$ cat config.mk
export PLATFORM = sky130hd
export DESIGN_NAME = led_channel_blink_controller
export DESIGN_NICKNAME = d
export VERILOG_FILES = /design/src/hdl/lcbc_pkg.sv /design/src/hdl/lcbc_engine.sv /design/src/hdl/led_channel_blink_controller.sv
export VERILOG_INCLUDE_DIRS = /design/src /design/src/hdl
export SDC_FILE = /design/constraint.sdc
export NUM_CORES = 1
export LEC_CHECK = 0
export ABC_AREA = 1
export BUFFER_PORTS_ARGS = -buffer_cell sky130_fd_sc_hd__buf_2
export CAP_MARGIN = 20
export CELL_PAD_IN_SITES_DETAIL_PLACEMENT = 1
export CELL_PAD_IN_SITES_GLOBAL_PLACEMENT = 1
export CORE_UTILIZATION = 43
export DETAILED_ROUTE_END_ITERATION = 7
export MAX_ROUTING_LAYER = met4
export PLACE_DENSITY = 0.92
export SLEW_MARGIN = 20
export SYNTH_ARGS = -nofsm -noshare
export SYNTH_HDL_FRONTEND = slang
export SYNTH_SLANG_ARGS = --single-unit
$ cat constraint.sdc
create_clock -name clock -period 3.2 [get_ports clock]
set_input_delay 0.64 -clock clock [delete_from_list [all_inputs] [get_ports clock]]
set_output_delay 0.64 -clock clock [all_outputs]
set_load 0.005 [all_outputs]
$ cat src/hdl/led_channel_blink_controller_assert.svh
// Assertion macros shared by the controller RTL.
// Depends on nothing; included inside module bodies.
`ifndef LED_CHANNEL_BLINK_CONTROLLER_ASSERT_SVH
`define LED_CHANNEL_BLINK_CONTROLLER_ASSERT_SVH

// Same-cycle implication, ignored while reset is high.
`define LCBC_ASSERT_NOW(label, clk, rst, ante, cons) \
   label: assert property (@(posedge clk) disable iff (rst) (ante) |-> (cons)) \
      else $error("lcbc assertion failed");

// Next-cycle implication, ignored while reset is high.
`define LCBC_ASSERT_NEXT(label, clk, rst, ante, cons) \
   label: assert property (@(posedge clk) disable iff (rst) (ante) |=> (cons)) \
      else $error("lcbc assertion failed");

`endif

$ cat src/hdl/lcbc_pkg.sv
// Shared types and constants of the LED channel blink controller.
// Depends on nothing; used by lcbc_engine and the top level.
package lcbc_pkg;

   localparam int NUM_CHANNELS     = 8;
   localparam int NUM_PWM_CHANNELS = 3;
   localparam int NUM_LEVELS       = 5;
   localparam int PIN_COUNT        = NUM_CHANNELS - NUM_PWM_CHANNELS;

   localparam int OP_W    = 2;
   localparam int CH_W    = 3;
   localparam int CODE_W  = 2;
   localparam int LVL_W   = 3;
   localparam int DUTY_W  = 10;
   localparam int TICK_W  = 16;
   localparam int ADDR_W  = 5;
   localparam int DATA_W  = 32;

   localparam logic [DUTY_W-1:0] DUTY_RESET   = 10'd500;
   localparam logic [TICK_W-1:0] PERIOD_RESET = 16'd100;
   localparam logic [TICK_W-1:0] ON_RESET     = 16'd50;
   localparam logic [NUM_LEVELS-1:0][DUTY_W-1:0] LEVEL_RESET =
      {10'd1000, 10'd600, 10'd500, 10'd400, 10'd200};

   typedef enum logic [OP_W-1:0] {
      OP_SET_STATE = 2'd0,
      OP_SET_LEVEL = 2'd1,
      OP_TICK      = 2'd2,
      OP_APPLY     = 2'd3
   } lcbc_op_type;

   typedef enum logic [CODE_W-1:0] {
      CODE_OFF    = 2'd0,
      CODE_ON     = 2'd1,
      CODE_BLINK  = 2'd2,
      CODE_TOGGLE = 2'd3
   } lcbc_code_type;

   typedef enum logic [2:0] {
      REG_PERIOD   = 3'd0,
      REG_ON_TICKS = 3'd1,
      REG_LEVEL0   = 3'd2,
      REG_LEVEL1   = 3'd3,
      REG_LEVEL2   = 3'd4,
      REG_LEVEL3   = 3'd5,
      REG_LEVEL4   = 3'd6
   } lcbc_reg_type;

   typedef struct packed {
      lcbc_op_type        op;
      logic [CH_W-1:0]    channel;
      lcbc_code_type      state_code;
      logic [LVL_W-1:0]   level_index;
   } lcbc_cmd_type;

   typedef struct packed {
      logic [TICK_W-1:0]                    period;
      logic [TICK_W-1:0]                    on_ticks;
      logic [NUM_LEVELS-1:0][DUTY_W-1:0]    level_duty;
   } lcbc_cfg_type;

   typedef struct packed {
      logic [NUM_CHANNELS-1:0]                  on_req;
      logic [NUM_CHANNELS-1:0]                  blink_req;
      logic                                     phase;
      logic [TICK_W-1:0]                        tick;
      logic [NUM_PWM_CHANNELS-1:0][DUTY_W-1:0]  chan_duty;
      logic [NUM_PWM_CHANNELS-1:0][DUTY_W-1:0]  app_duty;
      logic [PIN_COUNT-1:0]                     app_pins;
   } lcbc_state_type;

endpackage

$ cat src/hdl/lcbc_engine.sv
// Channel state registers and the single-pass update for one request.
// Depends on lcbc_pkg.
module lcbc_engine (
   input  logic                   clock,
   input  logic                   reset,
   input  logic                   fire,
   input  lcbc_pkg::lcbc_cmd_type cmd,
   input  lcbc_pkg::lcbc_cfg_type cfg,
   output lcbc_pkg::lcbc_state_type nxt
);
   import lcbc_pkg::*;

   lcbc_state_type           state_ff;
   lcbc_state_type           state_in;
   logic [NUM_CHANNELS-1:0]  drv_en;
   logic [NUM_CHANNELS-1:0]  drv_hi;
   logic [TICK_W-1:0]        tick_inc;

   assign tick_inc = TICK_W'(state_ff.tick + 1'b1);

   always_comb begin
      state_in = state_ff;
      drv_en   = '0;
      drv_hi   = '0;
      case (cmd.op)
         OP_SET_STATE: begin
            for (int i = 0; i < NUM_CHANNELS; i++) begin
               if (cmd.channel == CH_W'(i)) begin
                  case (cmd.state_code)
                     CODE_ON: begin
                        state_in.blink_req[i] = 1'b0;
                        state_in.on_req[i]    = 1'b1;
                        drv_en[i]             = 1'b1;
                        drv_hi[i]             = 1'b1;
                     end
                     CODE_BLINK: begin
                        state_in.blink_req[i] = 1'b1;
                     end
                     CODE_TOGGLE: begin
                        state_in.on_req[i] = ~state_ff.on_req[i];
                        drv_en[i]          = 1'b1;
                        drv_hi[i]          = ~state_ff.on_req[i];
                     end
                     default: begin
                        // off: clear the on request; a blinking channel also drops its blink request, others drive low
                        state_in.on_req[i] = 1'b0;
                        if (state_ff.blink_req[i]) begin
                           state_in.blink_req[i] = 1'b0;
                        end else begin
                           drv_en[i] = 1'b1;
                        end
                     end
                  endcase
               end
            end
         end
         OP_SET_LEVEL: begin
            for (int p = 0; p < NUM_PWM_CHANNELS; p++) begin
               for (int l = 0; l < NUM_LEVELS; l++) begin
                  if (cmd.channel == CH_W'(p) && cmd.level_index == LVL_W'(l)) begin
                     state_in.chan_duty[p] = cfg.level_duty[l];
                  end
               end
            end
         end
         OP_TICK: begin
            if (state_ff.blink_req != '0) begin
               state_in.tick = tick_inc;
               if (tick_inc >= cfg.period) begin
                  state_in.phase = 1'b1;
                  state_in.tick  = '0;
               end else if (tick_inc == cfg.on_ticks) begin
                  state_in.phase = 1'b0;
               end
            end else begin
               state_in.tick = '0;
            end
         end
         default: begin
            // apply: push the shared phase to every blinking channel
            for (int i = 0; i < NUM_CHANNELS; i++) begin
               if (state_ff.blink_req[i]) begin
                  state_in.on_req[i] = state_ff.phase;
                  drv_en[i]          = 1'b1;
                  drv_hi[i]          = state_ff.phase;
               end
            end
         end
      endcase

      for (int p = 0; p < NUM_PWM_CHANNELS; p++) begin
         if (drv_en[p]) begin
            state_in.app_duty[p] = drv_hi[p] ? state_ff.chan_duty[p] : '0;
         end
      end
      for (int k = 0; k < PIN_COUNT; k++) begin
         if (drv_en[NUM_PWM_CHANNELS+k]) begin
            state_in.app_pins[k] = drv_hi[NUM_PWM_CHANNELS+k];
         end
      end
   end

   always_ff @(posedge clock) begin
      if (reset) begin
         state_ff.on_req    <= '0;
         state_ff.blink_req <= '0;
         state_ff.phase     <= 1'b0;
         state_ff.tick      <= '0;
         for (int p = 0; p < NUM_PWM_CHANNELS; p++) begin
            state_ff.chan_duty[p] <= DUTY_RESET;
         end
         state_ff.app_duty  <= '0;
         state_ff.app_pins  <= '0;
      end else if (fire) begin
         state_ff <= state_in;
      end
   end

   assign nxt = state_in;

endmodule

$ cat src/hdl/led_channel_blink_controller.sv
// Top level of the LED channel blink controller: request stage, result
// register and control/status registers. Depends on lcbc_pkg, lcbc_engine
// and led_channel_blink_controller_assert.svh.
//
//   channel | handshake           | payload
//   --------+---------------------+----------------------------------------------
//   req     | req_valid/req_stall | opcode, channel, state_code, level_index
//   rsp     | rsp_valid/rsp_stall | duty_out0..2, pin_levels, on_mask, phase_on
//   csr     | APB psel/penable    | paddr (byte, 4 per register), pwdata, prdata
//
// One request per cycle is sustained while rsp_stall is low; an accepted
// request passes through the request register, then the result register,
// where its result is presented.
// The request register doubles as a skid slot: while a result waits under
// rsp_stall, one more request is still taken, then req_stall rises.
// Reset (synchronous, high) clears channel state, blink counter and both
// valid flags, and loads the documented register defaults.
module led_channel_blink_controller (
   input  logic                             clock,
   input  logic                             reset,

   input  logic                             req_valid,
   output logic                             req_stall,
   input  logic [lcbc_pkg::OP_W-1:0]        req_opcode,
   input  logic [lcbc_pkg::CH_W-1:0]        req_channel,
   input  logic [lcbc_pkg::CODE_W-1:0]      req_state_code,
   input  logic [lcbc_pkg::LVL_W-1:0]       req_level_index,

   output logic                             rsp_valid,
   input  logic                             rsp_stall,
   output logic [lcbc_pkg::DUTY_W-1:0]      rsp_duty_out0,
   output logic [lcbc_pkg::DUTY_W-1:0]      rsp_duty_out1,
   output logic [lcbc_pkg::DUTY_W-1:0]      rsp_duty_out2,
   output logic [lcbc_pkg::PIN_COUNT-1:0]   rsp_pin_levels,
   output logic [lcbc_pkg::NUM_CHANNELS-1:0] rsp_on_mask,
   output logic                             rsp_phase_on,

   input  logic                             csr_psel,
   input  logic                             csr_penable,
   input  logic                             csr_pwrite,
   input  logic [lcbc_pkg::ADDR_W-1:0]      csr_paddr,
   input  logic [lcbc_pkg::DATA_W-1:0]      csr_pwdata,
   output logic [lcbc_pkg::DATA_W-1:0]      csr_prdata,
   output logic                             csr_pready
);
   import lcbc_pkg::*;
   `include "led_channel_blink_controller_assert.svh"

   // ---------------------------------------------------------------------
   // Control/status registers
   // ---------------------------------------------------------------------
   lcbc_cfg_type  cfg_ff;
   lcbc_reg_type  csr_index;
   logic          csr_write;

   assign csr_pready = 1'b1;
   assign csr_index  = lcbc_reg_type'(csr_paddr[ADDR_W-1:2]);
   assign csr_write  = csr_psel && csr_penable && csr_pwrite && csr_pready;

   always_ff @(posedge clock) begin
      if (reset) begin
         cfg_ff.period     <= PERIOD_RESET;
         cfg_ff.on_ticks   <= ON_RESET;
         cfg_ff.level_duty <= LEVEL_RESET;
      end else if (csr_write) begin
         case (csr_index)
            REG_PERIOD:   cfg_ff.period        <= csr_pwdata[TICK_W-1:0];
            REG_ON_TICKS: cfg_ff.on_ticks      <= csr_pwdata[TICK_W-1:0];
            REG_LEVEL0:   cfg_ff.level_duty[0] <= csr_pwdata[DUTY_W-1:0];
            REG_LEVEL1:   cfg_ff.level_duty[1] <= csr_pwdata[DUTY_W-1:0];
            REG_LEVEL2:   cfg_ff.level_duty[2] <= csr_pwdata[DUTY_W-1:0];
            REG_LEVEL3:   cfg_ff.level_duty[3] <= csr_pwdata[DUTY_W-1:0];
            REG_LEVEL4:   cfg_ff.level_duty[4] <= csr_pwdata[DUTY_W-1:0];
            default: ;    // drop writes past the last register
         endcase
      end
   end

   always_comb begin
      case (csr_index)
         REG_PERIOD:   csr_prdata = DATA_W'(cfg_ff.period);
         REG_ON_TICKS: csr_prdata = DATA_W'(cfg_ff.on_ticks);
         REG_LEVEL0:   csr_prdata = DATA_W'(cfg_ff.level_duty[0]);
         REG_LEVEL1:   csr_prdata = DATA_W'(cfg_ff.level_duty[1]);
         REG_LEVEL2:   csr_prdata = DATA_W'(cfg_ff.level_duty[2]);
         REG_LEVEL3:   csr_prdata = DATA_W'(cfg_ff.level_duty[3]);
         REG_LEVEL4:   csr_prdata = DATA_W'(cfg_ff.level_duty[4]);
         default:      csr_prdata = '0;
      endcase
   end

   // ---------------------------------------------------------------------
   // Request register
   // ---------------------------------------------------------------------
   logic          in_valid_ff;
   lcbc_cmd_type  in_cmd_ff;
   logic          out_free;
   logic          advance;
   logic          req_take;

   // result slot is free when empty or being drained this cycle
   assign out_free  = !rsp_valid || !rsp_stall;
   // move the held request into the engine and the result register
   assign advance   = in_valid_ff && out_free;
   // hold the request stage only when it is full and cannot move
   assign req_stall = in_valid_ff && !advance;
   assign req_take  = req_valid && !req_stall;

   always_ff @(posedge clock) begin
      if (reset) begin
         in_valid_ff <= 1'b0;
      end else if (!req_stall) begin
         in_valid_ff <= req_valid;
      end
   end

   always_ff @(posedge clock) begin
      if (req_take) begin
         in_cmd_ff.op          <= lcbc_op_type'(req_opcode);
         in_cmd_ff.channel     <= req_channel;
         in_cmd_ff.state_code  <= lcbc_code_type'(req_state_code);
         in_cmd_ff.level_index <= req_level_index;
      end
   end

   // ---------------------------------------------------------------------
   // Channel state update
   // ---------------------------------------------------------------------
   lcbc_state_type nxt;

   lcbc_engine u_engine (
      .clock (clock),
      .reset (reset),
      .fire  (advance),
      .cmd   (in_cmd_ff),
      .cfg   (cfg_ff),
      .nxt   (nxt)
   );

   // ---------------------------------------------------------------------
   // Result register: snapshot of the state after the update
   // ---------------------------------------------------------------------
   logic                          rsp_valid_ff;
   logic [DUTY_W-1:0]             duty0_ff;
   logic [DUTY_W-1:0]             duty1_ff;
   logic [DUTY_W-1:0]             duty2_ff;
   logic [PIN_COUNT-1:0]          pins_ff;
   logic [NUM_CHANNELS-1:0]       on_mask_ff;
   logic                          phase_ff;
   logic                          rsp_valid_in;

   assign rsp_valid_in = advance || (rsp_valid_ff && rsp_stall);

   always_ff @(posedge clock) begin
      if (reset) begin
         rsp_valid_ff <= 1'b0;
      end else begin
         rsp_valid_ff <= rsp_valid_in;
      end
   end

   always_ff @(posedge clock) begin
      if (advance) begin
         duty0_ff   <= nxt.app_duty[0];
         duty1_ff   <= nxt.app_duty[1];
         duty2_ff   <= nxt.app_duty[2];
         pins_ff    <= nxt.app_pins;
         on_mask_ff <= nxt.on_req;
         phase_ff   <= nxt.phase;
      end
   end

   assign rsp_valid      = rsp_valid_ff;
   assign rsp_duty_out0  = duty0_ff;
   assign rsp_duty_out1  = duty1_ff;
   assign rsp_duty_out2  = duty2_ff;
   assign rsp_pin_levels = pins_ff;
   assign rsp_on_mask    = on_mask_ff;
   assign rsp_phase_on   = phase_ff;

   // ---------------------------------------------------------------------
   // Assertions
   // ---------------------------------------------------------------------
   `LCBC_ASSERT_NOW(a_no_stall_when_empty, clock, reset, !rsp_valid_ff, !req_stall)
   `LCBC_ASSERT_NEXT(a_advance_fills_result, clock, reset, advance, rsp_valid_ff)
   `LCBC_ASSERT_NEXT(a_held_request_kept, clock, reset, in_valid_ff && !advance, in_valid_ff)
   `LCBC_ASSERT_NEXT(a_drain_empties_result, clock, reset,
      rsp_valid_ff && !rsp_stall && !advance, !rsp_valid_ff)

endmodule
# After elaboration in Yosys (flattened, before gate mapping)
# Index checks and enable logic that the tools add are counted.
op_classes:
  n_addsub: 1
  mul: 0
  n_div: 0
  n_lt_le_gt_ge: 1
  eq_ne: 23
  n_shift: 0
  n_mux: 117
  n_bitwise: 9
  reduce_logical: 56
ops:
  columns: ["cell", "count"]
  rows:
  - ["$mux W10", 21]
  - ["$pmux W16 S7", 1]
  - ["$mux W1", 64]
  - ["$pmux W8 S2", 3]
  - ["$pmux W1 S2", 17]
  - ["$mux W16", 2]
  - ["$reduce_and A4 Y1", 8]
  - ["$eq A3 B3 Y1 const B", 8]
  - ["$pmux W1 S3", 8]
  - ["$logic_and A1 B1 Y1", 21]
  - ["$eq A3 B2 Y1 const B", 6]
  - ["$mux W17", 1]
  - ["$add A16 B1 Y16 const B", 1]
  - ["$eq A16 B16 Y1", 1]
  - ["$ge A16 B16 Y1", 1]
  - ["$reduce_and A2 Y1", 8]
  - ["$reduce_bool A5 Y1", 3]
  - ["$eq A3 B1 Y1 const B", 3]
  - ["$logic_not A3 Y1", 3]
  - ["$not A1 Y1", 9]
  - ["$reduce_and A3 Y1", 3]
  - ["$reduce_bool A8 Y1", 1]
  - ["$eq A2 B2 Y1 const B", 3]
  - ["$eq A2 B1 Y1 const B", 2]
  - ["4 further kinds", 9]
word_totals:
  register_bits: 236
  latchBits: 0
  mem_bits_rw: 0
  mem_bits_ro: 0
  output_inout_bits: 79
  elab_cells: 244
  memories: 0

# Logic depth before layout (Yosys ltp)
# Gate-level depths: netlist (run 1).
depth:
  ltp_word: 7
  mapped_depth: 19
  depth_no_buf: 19

# By module
# From an unflattened synthesis (run 1), not the netlist that was laid out.
unflattened:
  cells_unflattened: 2194
  area_unflattened_um2: 14303.7
modules_own_cells:
  columns: ["module", "instances", "cells_per_inst", "area_each_um2"]
  rows:
  - ["lcbc_engine", 1, 1479, 8374.3]
  - ["led_channel_blink_controller", 1, 715, 5929.4]

# Worst setup path after synthesis (run 1)
# Ideal clock, no wire load.
synth_path:
  kind: "input-to-reg"
  from: "input port rsp_stall"
  to: "register duty0_ff[0], in the netlist rsp_duty_out0[0] (enable)"
  setup_time_ns: 0.425
  arrival_ns: 2.422
  path_slack_ns: 0.354
  stages: 4
  path_cell_list: "nand2_1 > inv_1 > nor2_1 > clkbuf_1"
synth_via:
  elab_chain_len: 3
synth_lines:
  columns: ["item", "line", "rtl"]
  rows:
  - ["start, declared", "led_channel_blink_controller.sv:30", "input logic rsp_stall,"]
  - ["$logic_not A1 Y1", "led_channel_blink_controller.sv:102", "assign out_free = !rsp_valid || !rsp_stall;"]
  - ["$logic_or A1 B1 Y1", "led_channel_blink_controller.sv:102", null]
  - ["$logic_and A1 B1 Y1", "led_channel_blink_controller.sv:104", "assign advance = in_valid_ff && out_free;"]
  - ["via advance", "led_channel_blink_controller.sv:98", "logic advance;"]
  - ["end signal, assigned", "led_channel_blink_controller.sv:164", "duty0_ff <= nxt.app_duty[0];"]
  - ["end, declared", "led_channel_blink_controller.sv:144", "logic [DUTY_W-1:0] duty0_ff;"]
# The timed path passes the listed nets, and every way through them passes these cells.
# A chain may end at the register's enable or synchronous reset.

# Worst setup path in the final report (run 1)
layout_path:
  from: "register u_engine.state_ff[66] (netlist bit)"
  to: "register u_engine.state_ff[67] (netlist bit)"
layout_via:
  elab_chain_len: 4
layout_lines:
  columns: ["item", "line", "rtl"]
  rows:
  - ["start, declared", "lcbc_engine.sv:13", "lcbc_state_type state_ff;"]
  - ["start signal, assigned", "lcbc_engine.sv:115", "state_ff <= state_in;"]
  - ["$add A16 B1 Y16 (*)", "lcbc_engine.sv:19", "assign tick_inc = TICK_W'(state_ff.tick + 1'b1);"]
  - ["$ge A16 B16 Y1", "lcbc_engine.sv:69", "if (tick_inc >= cfg.period) begin"]
  - ["$mux W16 (*)", "lcbc_engine.sv:69", null]
  - ["$mux W16 (*)", "lcbc_engine.sv:67", "if (state_ff.blink_req != '0) begin"]
# Every way passes the cells marked *; elsewhere a longest branch is shown, timed or not.

==> flow_metrics.py, run 1 <==
metrics = {
    "status": {
        "status": "completed",
    },
    "power": {
        "max-vdd-ir-drop_uv": 335.5,
        "leakage_nw": 6.049,
        "power.density_nw_per_um2": 492.8,
    },
    "synthesis": {
        "synthArstFlopShare": 0,
        "synth.area.top_cells": "dfxtp_1, edfxtp_1, a21oi_1",
        "synth_ff_type": "dfxtp_1",
        "synthDistinctLibCells": 47,
        "ys_seq_elements": 236,
        "syn_avg_cell_area_um2": 7.328,
        "synth_area_um2": 12100,
        "yosysSeqAreaShare": 0.4352,
        "synth-warning-count": 0,
        "synth_edf_count": 54,
        "yosysTopAreaCell": "dfxtp_1",
        "netlist.area_leader.share": 0.3011,
        "synthCells": 1651,
    },
    "floorplanning": {
        "core-area_um2": 27710,
        "start_util": 0.4367,
        "fp-row-count": 61,
        "die_w_um": 169.7,
        "die_h_um": 169.7,
        "io_pins": 133,
        "dieArea_um2": 28810,
    },
    "worst_setup_path": {
        "cp-start-kind": "flop",
        "reg2reg_to": "u_engine.state_ff[67]$_SDFFE_PP0P_",
        "cp.arrival_ns": 3.39,
        "r2r_start": "u_engine.state_ff[66]$_SDFFE_PP0P_",
        "end_kind": "flop",
        "path_max_fanout": 16,
        "r2r_setup_slack_ns": 0.20,
        "required_ns": 3.59,
        "critPathKind": "flop to flop",
        "reg2reg_depth": 20,
    },
    "timing": {
        "max_freq_mhz": 333.1,
        "finalHoldViolCount": 0,
        "setup_tns_ns": 0,
        "fin_crit_sh": 0.9381,
        "drv_slew": 0,
        "worst_slew_pin_slew_ns": 0.8725,
        "grt_setup_unrepaired": "no",
        "finClkSkew_ns": 0.02413,
        "post-route-min-period_ns": 3.002,
        "setup_viol": 0,
        "relSlewSlack": 0.4183,
    },
    "grt": {
        "antenna_found_initial": 0,
        "grt_pass1_vias": 12590,
        "track_usage": 0.3170,
        "overflow": 0,
        "grt_first_pass_wirelength_um": 69260,
        "grt_max_degree": 95,
    },
    "cells_and_area": {
        "instances_no_fill": 2163,
        "final_cell_mix": "a21oi_1, nand2_1, o21ai_0",
        "design_area_um2": 14130,
        "drive_above_1_share": 0.1479,
        "final_common_cell": "a21oi_1",
        "layout.nets": 1840,
        "antenna_cells": 0,
        "syn2layout_area_growth_pct": 16.78,
    },
    "route": {
        "first_pass_iters": 5,
        "drc": 0,
        "ant_nets": 0,
        "viasPerCell": 5.787,
        "vias": 12520,
        "drt-initial-drc-count": 1031,
        "drt-total-wl_um": 44310,
        "wl_per_cell_um": 20.49,
    },
    "worst_hold_path": {
        "hold_end": "in_cmd_ff[4]$_DFFE_PP_",
        "hold_class": "input pin to flop",
        "holdPathStages": 1,
        "worstHoldStart": "req_state_code[1]",
    },
    "clocking": {
        "clock_latency_ns": 0.54,
        "h-tree-depth": 1,
        "cts_buffers": 27,
        "root_buffer": "clkbuf_16",
        "clk_pin_slew_ns": 0.06,
        "cts_tree": "built",
        "clockBufferDepth": 3,
        "clock_sinks": 236,
    },
    "place": {
        "dp_hpwl_um": 31810,
        "portBuffers": 97,
        "place_congestion": 1.019,
        "dp.cells": 2112,
        "place_area_um2": 13170,
    },
    "flow_run": {
        "drv_cap": 0,
    },
}
power breakdown:
group          leakage [nW]  switching, mW  internal, mW
clock                 0.441           1.26          1.85
sequential             2.00         0.0542          3.16
combinational          3.61          0.454         0.188
total                  6.05           1.77          5.20
Yosys cell counts, drive strengths merged, types with 3 or more instances:
cell and count:
nand4 7, a22oi 5, nand3 80, a21oi 245, buf 29, dfxtp 182
a221oi 9, o211ai 18, o21ai 272, edfxtp 54, nor2 130, clkbuf 60
a311oi 5, nor3 15, inv 221, nand2 244, ha 21, or2 4
a31oi 3, o22ai 21, o2111ai 5
worst max path at each step:
stage / startpoint / to / slack (ns) / cells past startpoint
finish: u_engine.state_ff[66]$_SDFFE_PP0P_ / u_engine.state_ff[67]$_SDFFE_PP0P_ / 0.20 / 20
global route: u_engine.state_ff[66]$_SDFFE_PP0P_ / u_engine.state_ff[79]$_SDFFE_PP0P_ / 0.006 / 18
CTS: u_engine.state_ff[66]$_SDFFE_PP0P_ / u_engine.state_ff[67]$_SDFFE_PP0P_ / 0.06 / 19
detailed placement: u_engine.state_ff[66]$_SDFFE_PP0P_ / u_engine.state_ff[70]$_SDFFE_PP0P_ / -0.33 / 18
global placement: u_engine.state_ff[66]$_SDFFE_PP0P_ / u_engine.state_ff[77]$_SDFFE_PP0P_ / -0.08 / 18
floorplan: rsp_stall / rsp_duty_out0[0]$_DFFE_PP_ / 0.35 / 4
cells by family (layout without fill, tap and decap cells):
logic type,Yosys count,count (layout),synth area share
buffers and inverters,312,431,0.1032
AO/OA/AOI/OAI,594,594,0.2639
AND/OR/NAND/NOR,484,484,0.1739
flip-flops,236,236,0.4352
adder cells (fa/ha/maj),21,21,0.02172
other,2,17,0.0006207
XOR/XNOR,2,2,0.001448
routing by layer:
layer / GRT usage / wire [µm] / vias to the layer above
met2: 0.5285 / 21200 / 482
li1: - / - / 5801
met4: 0.1641 / 2401 / 0
met3: 0.04104 / 2639 / 145
met5: - / 0 / -
met1: 0.3737 / 18070 / 6089
worst max-delay path: stages, from the launching register on:
cell	delay [ns]
dfxtp_1	0.38
ha_2	0.22
nand2_1	0.09
nor2_2	0.16
nand2_2	0.11
nor2_1	0.14
nand2_1	0.09
nand2_1	0.10
inv_1	0.07
ha_1	0.28
nand2_1	0.06
inv_1	0.05
nand3_1	0.10
buf_4	0.16
nor3_2	0.16
nand3_1	0.13
nand3_2	0.14
nor2_4	0.06
buf_12	0.14
a22oi_1	0.15
nor2_1	0.06
final cells by class:
| class | instances | area [µm²] |
|---|---|---|
| Clock buffer | 40 | 784.5 |
| Clock inverter | 9 | 100.1 |
| Fill cell | 3548 | 13580 |
| Inverter | 223 | 837.1 |
| Multi-Input combinational cell | 1118 | 5674 |
| Sequential cell | 236 | 5265 |
| Tap cell | 378 | 473.0 |
| Timing Repair Buffer | 159 | 996.0 |
repair_timing:
| item | in CTS | in global routing |
|---|---|---|
| buffers inserted | 0 | 1 |
| hold buffers | 0 | 0 |
| pin swaps | 0 | 2 |
| setup endpoints to repair | 16 | 18 |
| cloned | 0 | 0 |
| resized for setup | 2 | 5 |
| endpoints found under the hold margin | 0 | 0 |
per-stage QoR:
step	utilization	worst slack [ns]	power (mW)	hold slack (ns)
after floorplan	-	0.3537	3.639	0.4413
final	0.5100	0.1980	6.963	0.2746
after global placement	0.4755	-0.08473	3.846	0.4614
after CTS	0.5077	0.05866	6.988	0.2577
after global routing	0.5100	0.005792	7.188	0.2693
after detailed placement	0.4755	-0.3273	3.887	0.4810
state kept, by name, indices dropped and copies added (netlist names), 5 cells and up:
| register | count |
|---|---|
| u_engine.state_ff | 98 |
| rsp_duty_out0 | 10 |
| cfg_ff | 82 |
| rsp_duty_out1 | 10 |
| rsp_duty_out2 | 10 |
| rsp_pin_levels | 5 |
| rsp_on_mask | 8 |
| in_cmd_ff | 10 |
(Power assumes the default switching activity.)
==> run 2, diff against run 1 <==
--- a/config.mk
+++ b/config.mk
@@ -8,8 +8,8 @@
 export LEC_CHECK = 0
 export ABC_AREA = 1
 export BUFFER_PORTS_ARGS = -buffer_cell sky130_fd_sc_hd__buf_2
-export CAP_MARGIN = 20
-export CELL_PAD_IN_SITES_DETAIL_PLACEMENT = 1
+export CAP_MARGIN = 25
+export CELL_PAD_IN_SITES_DETAIL_PLACEMENT = 0
 export CELL_PAD_IN_SITES_GLOBAL_PLACEMENT = 1
 export CORE_UTILIZATION = 43
 export DETAILED_ROUTE_END_ITERATION = 7
==> run 2 against run 1 <==
Die area is the same. Via count decreased by 5.6%. Non-clock buffer count did not move. Critical path type unchanged. Largest power group unchanged. Highest routed layer unchanged.
==> flow_metrics.py, run 2 (synthesis gave the netlist of run 1 again) <==
metrics = {
    "worst_setup_path": {
        "critPathKind": "flop to flop",
        "path_max_fanout": 12,
        "reg2reg_depth": 19,
        "cp-start-kind": "flop",
        "r2r_setup_slack_ns": 0.28,
        "r2r_start": "u_engine.state_ff[66]$_SDFFE_PP0P_",
        "cp.arrival_ns": 3.38,
        "reg2reg_to": "u_engine.state_ff[78]$_SDFFE_PP0P_",
        "end_kind": "flop",
        "required_ns": 3.66,
    },
    "timing": {
        "whs_ns": 0.2666,
        "setup_slack_ns": 0.2803,
        "post-route-min-period_ns": 2.920,
        "finClkSkew_ns": 0.01965,
        "setup_viol": 0,
        "fin_crit_sh": 0.9124,
        "max_freq_mhz": 342.5,
        "drv_slew": 0,
        "finalHoldViolCount": 0,
        "relSlewSlack": 0.4339,
        "worst_slew_pin_slew_ns": 0.8491,
        "grt_setup_unrepaired": "no",
    },
    "clocking": {
        "root_buffer": "clkbuf_16",
        "clock_latency_ns": 0.54,
        "cts_tree": "built",
        "clk_pin_slew_ns": 0.07,
        "postCtsHoldBufs": 0,
        "h-tree-depth": 1,
        "post_cts_buffers": 0,
        "clockBufferDepth": 3,
        "cts_buffers": 27,
        "clock_sinks": 236,
    },
    "cells_and_area": {
        "final_common_cell": "a21oi_1",
        "drive_above_1_share": 0.1462,
        "layout.core_utilization": 0.5090,
        "syn2layout_area_growth_pct": 16.56,
        "largest_reg_flops": 98,
        "final_cell_mix": "a21oi_1, nand2_1, o21ai_0",
        "layout.nets": 1840,
        "largest-register": "u_engine.state_ff",
        "antenna_cells": 0,
        "reg_top3": "u_engine.state_ff x98, cfg_ff x82",
    },
    "floorplanning": {
        "dieArea_um2": 28810,
        "start_util": 0.4367,
        "fp-row-count": 61,
        "die_h_um": 169.7,
        "io_pins": 133,
        "die_w_um": 169.7,
        "core-area_um2": 27710,
    },
    "place": {
        "dp_hpwl_um": 27600,
        "place_congestion": 1.019,
        "preCtsSetupSlack_ns": 0.1619,
        "portBuffers": 97,
    },
    "power": {
        "p_seq_frac": 0.463,
        "leakage_nw": 6.031,
        "pwr-share-clk": 0.450,
        "power_mw": 6.919,
        "max-vdd-ir-drop_uv": 325.3,
        "p_int_mw": 5.174,
        "power_frac_comb": 0.087,
        "power.density_nw_per_um2": 490.6,
        "p_sw_mw": 1.745,
        "switching_share": 0.2522,
    },
    "grt": {
        "track_usage": 0.2668,
        "overflow": 0,
        "antenna_found_initial": 0,
        "grt_pass1_vias": 10400,
        "grt_max_degree": 95,
        "grt_first_pass_wirelength_um": 57900,
    },
    "worst_hold_path": {
        "holdPathStages": 1,
        "worstHoldStart": "req_channel[2]",
        "hold_end": "in_cmd_ff[7]$_DFFE_PP_",
        "hold_class": "input pin to flop",
    },
    "route": {
        "vias": 11820,
        "drt-initial-drc-count": 1080,
        "viasPerCell": 5.463,
        "drc": 0,
        "wl_per_cell_um": 17.51,
        "first_pass_iters": 6,
        "ant_nets": 0,
        "drt-total-wl_um": 37880,
    },
    "flow_run": {
        "drv_cap": 0,
    },
    "status": {
        "status": "completed",
    },
}
-- run 2: per-layer routing --
layer / vias to the layer above / track usage / wire, µm
li1: 5811 / - / -
met1: 5456 / 0.3481 / 16720
met2: 465 / 0.4232 / 17130
met3: 84 / 0.02612 / 2549
met4: 0 / 0.1101 / 1489
met5: - / - / 0
-- run 2: worst max-delay path by stage --
stage / start / to / slack [ns]
finish: u_engine.state_ff[66]$_SDFFE_PP0P_ / u_engine.state_ff[78]$_SDFFE_PP0P_ / 0.28
global route: u_engine.state_ff[66]$_SDFFE_PP0P_ / u_engine.state_ff[70]$_SDFFE_PP0P_ / 0.05
CTS: u_engine.state_ff[66]$_SDFFE_PP0P_ / u_engine.state_ff[66]$_SDFFE_PP0P_ / 0.16
detailed placement: u_engine.state_ff[66]$_SDFFE_PP0P_ / u_engine.state_ff[66]$_SDFFE_PP0P_ / 0.16
global placement: u_engine.state_ff[66]$_SDFFE_PP0P_ / u_engine.state_ff[77]$_SDFFE_PP0P_ / -0.08
floorplan: rsp_stall / rsp_duty_out0[0]$_DFFE_PP_ / 0.35
-- run 2: metrics by stage --
step,area (µm²),instances,TNS [ns]
after floorplan,12160,1666,0
after global placement,13170,2112,-1.189
after detailed placement,13180,2113,0
after CTS,14070,2162,0
after global routing,14100,2163,0
final,14100,2163,0
-- run 2: what timing repair did --
item / CTS / global route
setup endpoints to repair: 0 / 12
gates resized for setup: 0 / 3
endpoints found under the hold margin: 0 / 0
-- run 2: worst max-delay path, cell delays in order, from the launching register on --
cell and delay (ns):
dfxtp_1 0.38, ha_1 0.21, nand2_1 0.09, nor2_1 0.17, nand2_1 0.13, buf_4 0.16
nand2_1 0.06, and2_1 0.14, inv_1 0.06, ha_1 0.27, nand2_1 0.09, nor2_1 0.06
nand2_1 0.06, o211ai_1 0.08, nand2_1 0.06, nand3_1 0.17, nor2_4 0.23, buf_4 0.23
nand2_1 0.06, a21oi_1 0.12
-- run 2: power groups by stage --
stage	Sequential, mW	Combinational, mW	Clock, mW
global placement	3.27	0.579	0
CTS	3.20	0.594	3.15
finish	3.21	0.603	3.11
floorplan	3.26	0.379	0
detailed placement	3.27	0.591	0
global route	3.21	0.663	3.28
-- run 2: cell type report --
class	count	area, µm²
fill	2719	13600
multi-input combinational	1118	5662
sequential	236	5265
timing repair buffer	159	975.9
inverter	223	837.1
clock buffer	30	706.9
tap	378	473.0
clock inverter	19	182.7
==> run 3, diff against run 2 <==
--- a/config.mk
+++ b/config.mk
@@ -11,10 +11,12 @@
 export CAP_MARGIN = 25
 export CELL_PAD_IN_SITES_DETAIL_PLACEMENT = 0
 export CELL_PAD_IN_SITES_GLOBAL_PLACEMENT = 1
+export CORE_MARGIN = 8
 export CORE_UTILIZATION = 43
 export DETAILED_ROUTE_END_ITERATION = 7
 export MAX_ROUTING_LAYER = met4
 export PLACE_DENSITY = 0.92
+export SETUP_SLACK_MARGIN = 0.5
 export SLEW_MARGIN = 20
 export SYNTH_ARGS = -nofsm -noshare
 export SYNTH_HDL_FRONTEND = slang
==> run 3 against run 2 <==
Critical path depth down 4. Worst setup slack improved by 0.24 ns. Clock-buffer cell count up 10. Clock power increased by 2%. Clock skew fell by 0.0039 ns. Final area increased by 2.6%. Highest routed layer unchanged. Maximum frequency is 9.1% higher. Critical path type unchanged. First-iteration DRC count is 0.65% higher. Non-clock buffer count grew 12. Total power rose by 0.94%. Cell count is 0.51% higher.
==> flow_metrics.py, run 3 (synthesis gave the netlist of run 1 again) <==
metrics = {
    "grt": {
        "antenna_found_initial": 0,
        "grt_max_degree": 95,
        "overflow": 0,
        "track_usage": 0.2331,
        "grt_first_pass_wirelength_um": 61070,
        "grt_pass1_vias": 11010,
    },
    "timing": {
        "finalHoldViolCount": 0,
        "worst_slew_pin_slew_ns": 0.6390,
        "relSlewSlack": 0.5730,
        "finClkSkew_ns": 0.01578,
        "post-route-min-period_ns": 2.677,
        "whs_ns": 0.2699,
        "setup_viol": 0,
        "grt_setup_unrepaired": "yes",
        "fin_crit_sh": 0.8366,
        "setup_tns_ns": 0,
        "drv_slew": 0,
        "setup_slack_ns": 0.5228,
        "max_freq_mhz": 373.5,
    },
    "clocking": {
        "clock_latency_ns": 0.54,
        "clockBufferDepth": 3,
        "h-tree-depth": 1,
        "cts_buffers": 26,
        "root_buffer": "clkbuf_16",
        "clk_pin_slew_ns": 0.07,
        "clock_sinks": 236,
        "cts_tree": "built",
    },
    "floorplanning": {
        "dieArea_um2": 33760,
        "io_pins": 133,
        "fp-row-count": 61,
        "die_w_um": 183.7,
        "die_h_um": 183.7,
        "start_util": 0.4355,
        "core-area_um2": 27780,
    },
    "worst_setup_path": {
        "cp.arrival_ns": 2.97,
        "path_max_fanout": 3,
        "required_ns": 3.49,
        "cp_slowest_cell": "dfxtp_2",
        "end_kind": "flop",
        "critPathTopFamily": "compound AO/OA/AOI/OAI gates",
        "crit_path_max_incr_delay_ns": 0.36,
        "critPathKind": "flop to flop",
        "crit_path_cell_trace": "buf_4, inv_1, nor2_4, nand2_2, o21ai_2, nand2_1, ha_1, a21oi_1, o21ai_0, a21oi_2, nand3_4, buf_4, buf_4, nand2_2, nand2_2",
        "cp-start-kind": "flop",
        "crit_buf_inv": 4,
    },
    "route": {
        "ant_nets": 0,
        "first_pass_iters": 6,
        "viasPerCell": 5.497,
        "drt-initial-drc-count": 1087,
        "vias": 11950,
        "drc": 0,
        "wl_per_cell_um": 18.26,
        "drt-total-wl_um": 39690,
    },
    "place": {
        "preCtsSetupSlack_ns": 0.1188,
        "place_congestion": 1.009,
        "portBuffers": 97,
        "dp_hpwl_um": 28850,
    },
    "cells_and_area": {
        "layout.nets": 1851,
        "largest-register": "u_engine.state_ff",
        "syn2layout_area_growth_pct": 19.59,
        "antenna_cells": 0,
        "drive_above_1_share": 0.1765,
        "largest_reg_flops": 98,
        "reg_top3": "u_engine.state_ff x98, cfg_ff x82",
        "final_cell_mix": "a21oi_1, nand2_1, o21ai_0",
        "final_common_cell": "a21oi_1",
    },
    "worst_hold_path": {
        "hold_class": "input pin to flop",
    },
    "power": {
        "power_mw": 6.984,
        "leakage_nw": 6.163,
        "max-vdd-ir-drop_uv": 318.8,
        "power.density_nw_per_um2": 482.7,
    },
    "flow_run": {
        "drv_cap": 0,
    },
    "status": {
        "status": "completed",
    },
}
## run 3: changes by cell type in the layout (fill, tap and decap cells not counted), sizes merged
cell / before / now
buf: 159 / 171
clkbuf: 30 / 40
clkinv: 13 / 5
bufinv: 3 / 1
inv: 224 / 223
## run 3: repair_timing
item | 4_1_cts | 5_1_grt
hold endpoints to repair | 0 | 0
endpoints found under the setup margin | 21 | 25
gates cloned | 0 | 0
buffers inserted | 2 | 12
resized for setup | 15 | 51
pin swaps | 7 | 27
hold buffers | 0 | 0
## run 3: final timing paths
check	from	to	slack (ns)	depth (start not counted)
worst min-delay path	req_level_index[0]	in_cmd_ff[0]$_DFFE_PP_	0.27	1
worst max register to register	u_engine.state_ff[65]$_SDFFE_PP0P_	rsp_phase_on$_DFFE_PP_	0.52	15
worst max-delay path	u_engine.state_ff[65]$_SDFFE_PP0P_	rsp_phase_on$_DFFE_PP_	0.52	15
worst min register to register	u_engine.state_ff[53]$_SDFFE_PP1P_	u_engine.state_ff[53]$_SDFFE_PP1P_	0.48	2
## run 3: power breakdown
group | switching (mW) | internal [mW] | leakage (nW)
Sequential | 0.0506 | 3.15 | 2.00
Clock | 1.26 | 1.90 | 0.445
Combinational | 0.425 | 0.195 | 3.71
## run 3: cell type report
cell class	count	area (µm²)
inverters	223	837.1
clock buffers	40	839.6
fillers	2726	13310
well taps	378	473.0
flip-flops and latches	236	5276
multi-input cells	1118	5868
repair buffers	171	1097
clock inverters	8	77.57
## run 3: metrics by stage
stage | cell area (µm²) | std cells | util
floorplan | 12160 | 1666 | -
global placement | 13170 | 2110 | 0.4741
detailed placement | 13180 | 2111 | 0.4743
CTS | 14160 | 2161 | 0.5099
global route | 14470 | 2174 | 0.5208
finish | 14470 | 2174 | 0.5208
## run 3: per-layer routing
metal / global-route usage / wire [µm] / up-vias
met5: - / 0 / -
met4: 0.08454 / 1594 / 0
met3: 0.02846 / 2724 / 98
met2: 0.3755 / 18160 / 468
met1: 0.2984 / 17210 / 5561
li1: - / - / 5823
